### config.mk
export PLATFORM = sky130hd
export DESIGN_NAME = life_automaton_grid_stepper_core
export DESIGN_NICKNAME = d
export VERILOG_FILES = /design/src/rtl/core/lags_pkg.sv /design/src/rtl/core/life_automaton_grid_stepper_core.sv /design/src/rtl/core/lags_ram.sv
export SDC_FILE = /design/constraint.sdc
export NUM_CORES = 2
export LEC_CHECK = 0
export BUFFER_PORTS_ARGS = -buffer_cell sky130_fd_sc_hd__clkbuf_2
export CAP_MARGIN = 20
export CORE_MARGIN = 10
export CORE_UTILIZATION = 45
export DETAILED_ROUTE_END_ITERATION = 8
export GPL_TIMING_DRIVEN = 0
export HOLD_SLACK_MARGIN = 0.08
export PLACE_DENSITY_LB_ADDON = 0.12
export SETUP_SLACK_MARGIN = 0.02
export SLEW_MARGIN = 20
export SYNTH_ARGS = -nofsm -noshare
export SYNTH_HDL_FRONTEND = slang
export SYNTH_SLANG_ARGS = --single-unit
### constraint.sdc
create_clock -name clk_i -period 5.6 [get_ports clk_i]
set_clock_uncertainty 0.2 [all_clocks]
set_input_delay 0 -clock clk_i [delete_from_list [all_inputs] [get_ports clk_i]]
set_output_delay 0 -clock clk_i [all_outputs]
set_load 0.01 [all_outputs]
### src/rtl/core/lags_pkg.sv
// ---------------------------------------------------------------------------
// lags_pkg
// Sizes, field layout and codes shared by the life grid stepper files.
// ---------------------------------------------------------------------------
`default_nettype none

package lags_pkg;

  // Grid bounds.
  localparam int unsigned MAX_ROWS = 16;
  localparam int unsigned MAX_COLS = 32;

  // Field widths.
  localparam int unsigned ROW_W     = 4;
  localparam int unsigned COL_W     = 5;
  localparam int unsigned GRID_WW   = 6;
  localparam int unsigned GRID_HW   = 5;
  localparam int unsigned GEN_W     = 63;
  localparam int unsigned CMD_W     = 2;
  localparam int unsigned PADDR_W   = 3;
  localparam int unsigned PDATA_W   = 32;

  // Row store: both boards in one memory, addressed by {board, row}.
  localparam int unsigned STORE_DEPTH = 2 * MAX_ROWS;

  // Stream layout.
  localparam int unsigned IN_TDATA_W     = 16;
  localparam int unsigned IN_ROW_LSB     = 0;
  localparam int unsigned IN_COL_LSB     = IN_ROW_LSB + ROW_W;
  localparam int unsigned IN_CELL_BIT    = IN_COL_LSB + COL_W;
  localparam int unsigned OUT_TDATA_W    = 72;
  localparam int unsigned OUT_CELL_BIT   = 0;
  localparam int unsigned OUT_ALIVE_BIT  = 1;
  localparam int unsigned OUT_GEN_LSB    = 2;
  localparam int unsigned OUT_FIN_BIT    = OUT_GEN_LSB + GEN_W;
  localparam int unsigned OUT_PAD_W      = OUT_TDATA_W - OUT_FIN_BIT - 1;

  // Commands.
  typedef enum logic [CMD_W-1:0] {
    CMD_WRITE = 2'd0,
    CMD_CLEAR = 2'd1,
    CMD_STEP  = 2'd2,
    CMD_READ  = 2'd3
  } cmd_e;

  // Register selects (paddr bit 2).
  localparam logic REG_GRID_WIDTH  = 1'b0;
  localparam logic REG_GRID_HEIGHT = 1'b1;

endpackage

`default_nettype wire

### src/rtl/core/life_automaton_grid_stepper_core.sv
// ---------------------------------------------------------------------------
// life_automaton_grid_stepper_core
// Two-state cell grid with write, read, clear and generation step commands.
// ---------------------------------------------------------------------------
// Usage. Commands arrive as beats on the slave stream: tuser carries the
// command, tdata the row, column and cell value. Every command beat gives
// exactly one result beat on the master stream with the read cell, the live
// flag, the generation count and the finished flag.
// The grid is sized by two APB registers, grid_width at 0x0 and grid_height
// at 0x4; they should only be written while no command is in flight.
// A write passes through the modify state and a read through the cell
// read state before the emit state registers the result; a clear goes
// straight to the emit state. A step walks each grid row one cell per cycle
// through a single shared neighbour-count unit, fed by three row buffers
// that are refilled from the row store once per row. Only one command is in
// progress at a time and the next one is taken the cycle after a result
// is registered.
// Reset clears the row valid bits of both boards at once, so every cell
// reads as dead, board A is current and the generation count is zero; no
// clearing pass is needed and the block is ready in the first cycle after
// reset. If the receiver stalls, the result waits in the output register;
// the next command is still accepted and runs, and only its result waits
// until the output register is free.
// ---------------------------------------------------------------------------
`default_nettype none

module life_automaton_grid_stepper_core (
  input  wire logic                               clk_i,
  input  wire logic                               rst_ni,
  // Command stream.
  input  wire logic                               s_axis_tvalid,
  output      logic                               s_axis_tready,
  // tdata: row_addr[3:0], col_addr[8:4], cell_in[9], zero padding above
  input  wire logic [lags_pkg::IN_TDATA_W-1:0]    s_axis_tdata,
  // tuser: command[1:0]
  input  wire logic [lags_pkg::CMD_W-1:0]         s_axis_tuser,
  // Result stream.
  output      logic                               m_axis_tvalid,
  input  wire logic                               m_axis_tready,
  // tdata: cell_out[0], any_alive[1], generation[64:2], finished[65],
  // zero padding above
  output      logic [lags_pkg::OUT_TDATA_W-1:0]   m_axis_tdata,
  // Configuration port.
  input  wire logic                               psel,
  input  wire logic                               penable,
  input  wire logic                               pwrite,
  input  wire logic [lags_pkg::PADDR_W-1:0]       paddr,
  input  wire logic [lags_pkg::PDATA_W-1:0]       pwdata,
  output      logic [lags_pkg::PDATA_W-1:0]       prdata,
  output      logic                               pready
);

  localparam int unsigned SAW = $clog2(lags_pkg::STORE_DEPTH);

  typedef enum logic [3:0] {
    S_IDLE,
    S_WR_MOD,
    S_RD_CELL,
    S_STEP_FETCH,
    S_STEP_LOAD,
    S_STEP_CELL,
    S_STEP_WRITE,
    S_STEP_DONE,
    S_EMIT
  } state_e;

  state_e state_q;

  // Configuration registers.
  logic [lags_pkg::GRID_WW-1:0] grid_width_q;
  logic [lags_pkg::GRID_HW-1:0] grid_height_q;

  // Latched command fields.
  logic [lags_pkg::ROW_W-1:0] row_q;
  logic [lags_pkg::COL_W-1:0] col_q;
  logic                       val_q;

  // Board state: current board select, one valid bit per stored row.
  logic                                        sel_q;
  logic [1:0][lags_pkg::MAX_ROWS-1:0]          valid_q;
  logic [lags_pkg::GEN_W-1:0]                  gen_q;

  // Step datapath: row fetch counter, column counter and line buffers.
  logic [lags_pkg::ROW_W:0]    fetch_q;
  logic [lags_pkg::COL_W-1:0]  ccol_q;
  logic [lags_pkg::MAX_COLS-1:0] up_q, mid_q, dn_q, nrow_q;
  logic                        alive_q;

  // Result and output register.
  logic                              res_cell_q, res_alive_q, res_fin_q;
  logic                              out_valid_q;
  logic [lags_pkg::OUT_TDATA_W-1:0]  out_tdata_q;

  // Row store signals.
  logic                          ram_we;
  logic [SAW-1:0]                ram_waddr, ram_raddr;
  logic [lags_pkg::MAX_COLS-1:0] ram_wdata, ram_rdata;

  lags_ram #(
    .WIDTH (lags_pkg::MAX_COLS),
    .DEPTH (lags_pkg::STORE_DEPTH)
  ) u_store (
    .clk_i   (clk_i),
    .we_i    (ram_we),
    .waddr_i (ram_waddr),
    .wdata_i (ram_wdata),
    .raddr_i (ram_raddr),
    .rdata_o (ram_rdata)
  );

  // Input field views.
  logic [lags_pkg::ROW_W-1:0] in_row;
  logic [lags_pkg::COL_W-1:0] in_col;
  logic                       in_accept;

  assign in_row    = s_axis_tdata[lags_pkg::IN_ROW_LSB +: lags_pkg::ROW_W];
  assign in_col    = s_axis_tdata[lags_pkg::IN_COL_LSB +: lags_pkg::COL_W];
  assign in_accept = s_axis_tvalid && s_axis_tready;

  // Grid size as seen by the logic: register values above the bounds are
  // treated as the bound.
  logic [lags_pkg::GRID_WW-1:0] eff_w;
  logic [lags_pkg::GRID_HW-1:0] eff_h;

  assign eff_w = (grid_width_q > lags_pkg::GRID_WW'(lags_pkg::MAX_COLS)) ?
                 lags_pkg::GRID_WW'(lags_pkg::MAX_COLS) : grid_width_q;
  assign eff_h = (grid_height_q > lags_pkg::GRID_HW'(lags_pkg::MAX_ROWS)) ?
                 lags_pkg::GRID_HW'(lags_pkg::MAX_ROWS) : grid_height_q;

  logic [lags_pkg::MAX_COLS-1:0] col_mask;

  always_comb begin
    for (int i = 0; i < lags_pkg::MAX_COLS; i++) begin
      col_mask[i] = (i < int'(eff_w));
    end
  end

  logic in_grid;
  assign in_grid = ({1'b0, row_q} < eff_h) && ({1'b0, col_q} < eff_w);

  // Stored row of the latched command; a row never written reads as dead.
  logic [lags_pkg::MAX_COLS-1:0] cmd_row;
  assign cmd_row = valid_q[sel_q][row_q] ? ram_rdata : '0;

  // Row arriving for the line buffers, clipped to the grid in use.
  logic                          fetch_in_grid;
  logic [lags_pkg::MAX_COLS-1:0] fetch_row;

  assign fetch_in_grid = (fetch_q < eff_h);
  assign fetch_row = (fetch_in_grid && valid_q[sel_q][fetch_q[lags_pkg::ROW_W-1:0]]) ?
                     (ram_rdata & col_mask) : '0;

  // Shared neighbour-count unit: a 3x3 window at the current column.
  logic [lags_pkg::MAX_COLS+1:0] up_pad, mid_pad, dn_pad;
  logic [2:0]                    up_win, mid_win, dn_win;
  logic [3:0]                    nbr_cnt;
  logic                          new_cell;

  assign up_pad  = {1'b0, up_q, 1'b0};
  assign mid_pad = {1'b0, mid_q, 1'b0};
  assign dn_pad  = {1'b0, dn_q, 1'b0};
  assign up_win  = up_pad[{1'b0, ccol_q} +: 3];
  assign mid_win = mid_pad[{1'b0, ccol_q} +: 3];
  assign dn_win  = dn_pad[{1'b0, ccol_q} +: 3];

  assign nbr_cnt = 4'(up_win[0]) + 4'(up_win[1]) + 4'(up_win[2])
                 + 4'(mid_win[0]) + 4'(mid_win[2])
                 + 4'(dn_win[0]) + 4'(dn_win[1]) + 4'(dn_win[2]);
  assign new_cell = (nbr_cnt == 4'd3) || (mid_win[1] && (nbr_cnt == 4'd2));

  logic last_col;
  assign last_col = ({1'b0, ccol_q} == (eff_w - 1'b1));

  // Row written back by a step.
  logic [lags_pkg::ROW_W:0]   out_row_full;
  logic [lags_pkg::ROW_W-1:0] out_row;
  assign out_row_full = fetch_q - 1'b1;
  assign out_row      = out_row_full[lags_pkg::ROW_W-1:0];

  logic [lags_pkg::GEN_W-1:0] gen_inc;
  assign gen_inc = gen_q + 1'b1;

  // Row store access per state.
  always_comb begin
    ram_we    = 1'b0;
    ram_waddr = {sel_q, row_q};
    ram_wdata = cmd_row;
    ram_raddr = {sel_q, row_q};
    case (state_q)
      S_IDLE: begin
        ram_raddr = {sel_q, in_row};
      end
      S_WR_MOD: begin
        ram_we             = in_grid;
        ram_wdata[col_q]   = val_q;
      end
      S_STEP_FETCH: begin
        ram_raddr = {sel_q, fetch_q[lags_pkg::ROW_W-1:0]};
      end
      S_STEP_WRITE: begin
        ram_we    = 1'b1;
        ram_waddr = {~sel_q, out_row};
        ram_wdata = nrow_q;
      end
      default: begin
        ram_we = 1'b0;
      end
    endcase
  end

  // Sequencer, board state and output register.
  always_ff @(posedge clk_i or negedge rst_ni) begin
    if (!rst_ni) begin
      state_q       <= S_IDLE;
      grid_width_q  <= lags_pkg::GRID_WW'(10);
      grid_height_q <= lags_pkg::GRID_HW'(10);
      row_q         <= '0;
      col_q         <= '0;
      val_q         <= 1'b0;
      sel_q         <= 1'b0;
      valid_q       <= '0;
      gen_q         <= '0;
      fetch_q       <= '0;
      ccol_q        <= '0;
      up_q          <= '0;
      mid_q         <= '0;
      dn_q          <= '0;
      nrow_q        <= '0;
      alive_q       <= 1'b0;
      res_cell_q    <= 1'b0;
      res_alive_q   <= 1'b0;
      res_fin_q     <= 1'b0;
      out_valid_q   <= 1'b0;
      out_tdata_q   <= '0;
    end else begin
      if (psel && penable && pwrite) begin
        if (paddr[2] == lags_pkg::REG_GRID_HEIGHT) begin
          grid_height_q <= pwdata[lags_pkg::GRID_HW-1:0];
        end else begin
          grid_width_q <= pwdata[lags_pkg::GRID_WW-1:0];
        end
      end

      // In the emit state the output register is reloaded below instead.
      if (out_valid_q && m_axis_tready && (state_q != S_EMIT)) begin
        out_valid_q <= 1'b0;
      end

      case (state_q)
        S_IDLE: begin
          if (in_accept) begin
            row_q       <= in_row;
            col_q       <= in_col;
            val_q       <= s_axis_tdata[lags_pkg::IN_CELL_BIT];
            res_cell_q  <= 1'b0;
            res_alive_q <= 1'b0;
            res_fin_q   <= 1'b0;
            case (lags_pkg::cmd_e'(s_axis_tuser))
              lags_pkg::CMD_WRITE: begin
                state_q <= S_WR_MOD;
              end
              lags_pkg::CMD_READ: begin
                state_q <= S_RD_CELL;
              end
              lags_pkg::CMD_CLEAR: begin
                valid_q <= '0;
                sel_q   <= 1'b0;
                gen_q   <= '0;
                state_q <= S_EMIT;
              end
              lags_pkg::CMD_STEP: begin
                // Every row of the next board not produced below reads dead.
                valid_q[~sel_q] <= '0;
                fetch_q <= '0;
                up_q    <= '0;
                mid_q   <= '0;
                dn_q    <= '0;
                alive_q <= 1'b0;
                state_q <= S_STEP_FETCH;
              end
              default: begin
                state_q <= S_EMIT;
              end
            endcase
          end
        end
        S_WR_MOD: begin
          if (in_grid) begin
            valid_q[sel_q][row_q] <= 1'b1;
          end
          state_q <= S_EMIT;
        end
        S_RD_CELL: begin
          res_cell_q <= in_grid && cmd_row[col_q];
          state_q    <= S_EMIT;
        end
        S_STEP_FETCH: begin
          state_q <= S_STEP_LOAD;
        end
        S_STEP_LOAD: begin
          up_q  <= mid_q;
          mid_q <= dn_q;
          dn_q  <= fetch_row;
          if (fetch_q == '0) begin
            // Only the first row is in the buffers; nothing to compute yet.
            if (eff_h == '0) begin
              state_q <= S_STEP_DONE;
            end else begin
              fetch_q <= fetch_q + 1'b1;
              state_q <= S_STEP_FETCH;
            end
          end else begin
            nrow_q <= '0;
            ccol_q <= '0;
            if (eff_w == '0) begin
              state_q <= S_STEP_WRITE;
            end else begin
              state_q <= S_STEP_CELL;
            end
          end
        end
        S_STEP_CELL: begin
          nrow_q[ccol_q] <= new_cell;
          if (new_cell) begin
            alive_q <= 1'b1;
          end
          if (last_col) begin
            state_q <= S_STEP_WRITE;
          end else begin
            ccol_q <= ccol_q + 1'b1;
          end
        end
        S_STEP_WRITE: begin
          valid_q[~sel_q][out_row] <= 1'b1;
          if (fetch_q == eff_h) begin
            state_q <= S_STEP_DONE;
          end else begin
            fetch_q <= fetch_q + 1'b1;
            state_q <= S_STEP_FETCH;
          end
        end
        S_STEP_DONE: begin
          sel_q       <= ~sel_q;
          gen_q       <= gen_inc;
          res_alive_q <= alive_q;
          res_fin_q   <= !alive_q || (gen_inc == '0);
          state_q     <= S_EMIT;
        end
        S_EMIT: begin
          if (!out_valid_q || m_axis_tready) begin
            out_valid_q <= 1'b1;
            out_tdata_q <= {{lags_pkg::OUT_PAD_W{1'b0}}, res_fin_q, gen_q,
                            res_alive_q, res_cell_q};
            state_q     <= S_IDLE;
          end
        end
        default: begin
          state_q <= S_IDLE;
        end
      endcase
    end
  end

  assign s_axis_tready = (state_q == S_IDLE);
  assign m_axis_tvalid = out_valid_q;
  assign m_axis_tdata  = out_tdata_q;

  assign pready = 1'b1;
  assign prdata = (paddr[2] == lags_pkg::REG_GRID_HEIGHT) ?
                  lags_pkg::PDATA_W'(grid_height_q) : lags_pkg::PDATA_W'(grid_width_q);

endmodule

`default_nettype wire

### src/rtl/core/lags_ram.sv
// ---------------------------------------------------------------------------
// lags_ram
// Generic simple dual-port RAM: one write port, one registered read port.
// ---------------------------------------------------------------------------
`default_nettype none

module lags_ram #(
  parameter int unsigned WIDTH = 32,
  parameter int unsigned DEPTH = 32
) (
  input  wire logic                     clk_i,
  input  wire logic                     we_i,
  input  wire logic [$clog2(DEPTH)-1:0] waddr_i,
  input  wire logic [WIDTH-1:0]         wdata_i,
  input  wire logic [$clog2(DEPTH)-1:0] raddr_i,
  output      logic [WIDTH-1:0]         rdata_o
);

  logic [WIDTH-1:0] mem_q [DEPTH];

  always_ff @(posedge clk_i) begin
    if (we_i) begin
      mem_q[waddr_i] <= wdata_i;
    end
    rdata_o <= mem_q[raddr_i];
  end

endmodule

`default_nettype wire

==> results.txt <==
----------------------------------------------------
[Critical path]
  Critical path's top delay family ... compound AO/OA/AOI/OAI gates
  Sequence of cells on the critical path ... clkbuf_1 > nor4b_1 > o21ai_0 > o211a_1 > clkbuf_1 > clkbuf_2 > clkbuf_1 > nand2_1 > a311oi_1 > nor4_1 > a211oi_1
  Critical register-to-register path startpoint ... fetch_q[0]$_DFFE_PN0P_
  Element type at the critical path end ... register
  Critical path startpoint category ... register
  Delay contributed by the slowest stage of the critical path ... approximately 0.87 ns
  Signal arrival time at the worst endpoint ... approximately 6 ns
  Class of the most critical setup path ... register to register
  Launch point of the worst path ... fetch_q[0]$_DFFE_PN0P_
  Worst EP required ... slightly above 6 ns
  Worst reg2reg setup slack ... 0.11 ns
  Worst-path fanout max ... 10
  Most frequent cell on the critical path ... clkbuf_1
  Capture instance of the worst register-to-register path ... u_store.rdata_o[15]$_DFF_P_
  Path depth of the worst reg2reg path ... 11
  Worst path slowest cell ... a311oi_1
  Worst path buffer plus inverter count ... 4

[Detailed routing]
  Number of DRC violations after detailed-routing iteration 0 ... between 5000 and 6000
  Mean routed wirelength per cell ... 30.2 µm
  Mean number of vias per cell ... ~6.3
  Count of antenna-violating nets left after detailed routing ... 0
  Via count ... between 40000 and 50000
  Total wirelength of the detailed-routed design ... approximately 220000 µm
  DRC errors left ... 0
  First-pass detailed-route iteration total ... 6

[Worst hold path]
  Hold Path Sink ... alive_q$_DFFE_PN0P_
  Beginning of the worst hold path ... s_axis_tuser[1]
  Number of instances on the worst hold path ... 5
  Min-delay worst type ... input pin to register

[Global routing]
  Maximum number of pins on one net before global-route repair ... 90
  Gr usage total ... 0.282
  Remaining global-route overflow ... 0
  Wire length of the first global-routing pass ... between 300000 and 400000 µm
  Initial antenna violation count ... 7
  Via count of the first global-routing pass ... 43500

[Place]
  Worst Setup Slack post-DPL ... -2.03 ns
  Detailed placement HPWL ... between 150000 and 200000 µm
  IO Port Bufs ... about 100
  Global placer's final weighted congestion ... 1.10
  Placed instance area ... slightly below 70000 µm²

[Final layout]
  Layout overhead on the synthesized area ... 19.3%
  Nets@finish ... between 5000 and 6000
  Most used cells in the layout excluding fill and tap cells ... 1024 x edfxtp_1, 733 x nand2_1, 349 x clkbuf_1
  Layout cells sized above 1 ... 0.147
  Final standard cell area without fillers ... 73700 µm²
  Post-Route Utilization ... 0.542
  Most frequent standard cell in the layout excluding fill and tap cells ... edfxtp_1

[Synth]
  Number of cells produced by synthesis ... slightly below 5000
  Top cell type's share of synthesized area ... 0.498
  Number of synthesized flops with an enable pin ... just over 1000
  Avg Inst Size Synth ... ~13 µm²
  Proportion of synthesized chip area in sequential cells ... 0.642
  Number of flip-flops and latches in the synthesized netlist ... 1386
  Syn Std Cell Area ... about 62000 µm²
  Synth Warn # ... 0
  Main synth FF type ... edfxtp_1
  Proportion of synthesized flip-flops having asynchronous set or reset ... 0.238
  Largest area contributor in the netlist ... edfxtp_1
  Cell types with the largest area share after synthesis ... edfxtp_1 50%, dfrtp_1 13%, nand2_1 4.5%
  Count of cell types in the netlist ... 81

[CTS]
  Clock tree from TritonCTS ... done
  CTS Root Buffer Type ... clkbuf_16
  Sink Count ... 1386
  Number of buffers between clock root and the deepest sink ... 3
  Total number of H-tree levels ... 4
  Clock Pin Slew Worst Setup and Hold Paths ... 0.06 ns
  Cts bufs inserted ... 152
  Clock Latency Late Sink ... roughly 0.81 ns

[Outcome]
  Status ... finished clean

[Timing]
  Final-report hold violation count ... 0
  Unrepaired setup endpoints after global routing ... yes
  Achievable clock frequency ... 182 MHz
  Setup-failing EPs final ... 0
  Final-layout setup total negative slack ... 0 ns
  Worst slew pin tran ... between 1 and 1.5 ns
  Number of pins exceeding their max-slew limit in the final report ... 0
  Final setup slack of the worst path ... roughly 0.11 ns
  Share of the clock period used by the worst path after layout ... 0.981
  Clock period minus worst slack ... around 5.5 ns
  Relative slew margins ... 0.105

[Floorplan]
  Die boundary height ... a little under 400 µm
  Die Outline Area ... about 150000 µm²
  Horizontal die dimension ... slightly below 400 µm
  Floorplan row count ... ~140
  Floorplan Core Area ... between 100000 and 150000 µm²
  Initial standard-cell utilization of the core ... 0.454
  Top-level port count ... between 150 and 200

[Run]
  MaxCap Viol Count ... 0

[Pwr]
  Ratio of total power to cell area ... about 600 nW/µm²
  P_leak ... ~26 nW
  Maximum VDD drop ... 0.400 mV

----------------------------------------------------
-- worst reg2reg max path, stage by stage (launching register included) --
cell      delay [ns]
dfrtp_1         0.41
clkbuf_1        0.43
nor4b_1         0.10
o21ai_0         0.24
o211a_1         0.57
clkbuf_1        0.57
clkbuf_2        0.56
clkbuf_1        0.48
nand2_1         0.10
a311oi_1        0.87
nor4_1          0.21
a211oi_1        0.59
-- kinds of logic (layout without fill, tap and decap cells) --
logic type	count (synthesis)	in the layout	share of synthesized area
compound gates	1189	1189	0.140
mux	239	239	0.0556
fa+ha+maj	33	33	0.00717
flops	1386	1386	0.642
other cells	2	34	0.000122
simple gates	1550	1550	0.120
xor+xnor	25	25	0.00354
buf+inv	473	1017	0.0317
-- layer usage --
layer	track usage	part of all wire	up-vias
met2	0.436	0.45	2207
met3	0.0597	0.090	427
li1	-	-	19800
met5	0.00125	0	-
met4	0.127	0.051	0
met1	0.381	0.41	23100
-- flip-flops by register name (all words and copies together) (netlist names), 5 cells and up --
name	count
grid_width_q	6
ccol_q	5
u_store.mem_q	1024
fetch_q	5
gen_q	63
mid_q	32
valid_q	32
col_q	5
nrow_q	32
grid_height_q	5
up_q	32
dn_q	32
u_store.rdata_o	32
m_axis_tdata	66
-- Yosys cell counts (all sizes together), types with 46 or more instances --
cell / number
mux2i: 61
clkbuf: 333
nand2: 733
a311oi: 126
nor2: 185
nand4: 55
a31oi: 166
a21oi: 60
mux4: 73
nand3: 72
and2: 264
nor3: 46
edfxtp: 1024
buf: 101
a22o: 91
mux2: 105
nor4: 86
dfrtp: 326
a211oi: 293
a32o: 54
o21ai: 171
-- per-stage QoR --
step / power (mW) / instances / hold slack [ns]
2_1_floorplan: 23.6 / 4928 / -0.496
3_3_place_gp: 32.6 / 6807 / 0.0507
3_5_place_dp: 33.5 / 6895 / -0.299
4_1_cts: 43.8 / 7239 / 0.0896
5_1_grt: 45.8 / 7253 / 0.177
6_report: 44.5 / 7254 / 0.141
-- layout make-up --
| type | instances | area [µm²] |
|---|---|---|
| Inverter | 39 | 146 |
| Timing Repair Buffer | 274 | 3490 |
| Fill cell | 11400 | 62300 |
| Tap cell | 1781 | 2230 |
| Antenna cell | 1 | 2.50 |
| Multi-Input combinational cell | 3069 | 21200 |
| Clock inverter | 77 | 891 |
| Clock buffer | 194 | 4090 |
| Sequential cell | 1386 | 39700 |
| Buffer | 433 | 2030 |
-- timing repair --
item                                    4_1_cts  5_1_grt
hold endpoints to repair                    335        0
endpoints found under the setup margin       36       44
setup buffers                                 8       14
hold buffers                                 65        0
pin swaps                                     1        8
gates resized for setup                      72       21
-- power breakdown --
group,internal [mW],switching [mW]
Clock,5.70,4.35
Sequential,12.3,0.713
Combinational,5.88,15.5
Total,23.9,20.6
-- worst max path at each step --
stage / to / slack [ns] / depth (start not counted)
final: u_store.rdata_o[15]$_DFF_P_ / 0.11 / 11
after global routing: nrow_q[31]$_DFFE_PN0P_ / -0.04 / 17
after CTS: nrow_q[31]$_DFFE_PN0P_ / 0.02 / 19
after detailed placement: nrow_q[0]$_DFFE_PN0P_ / -2.03 / 20
after global placement: up_q[19]$_DFFE_PN0P_ / -3.26 / 1
after floorplan: nrow_q[31]$_DFFE_PN0P_ / 0.02 / 19
No activity file was read; power rests on OpenSTA's default activity.
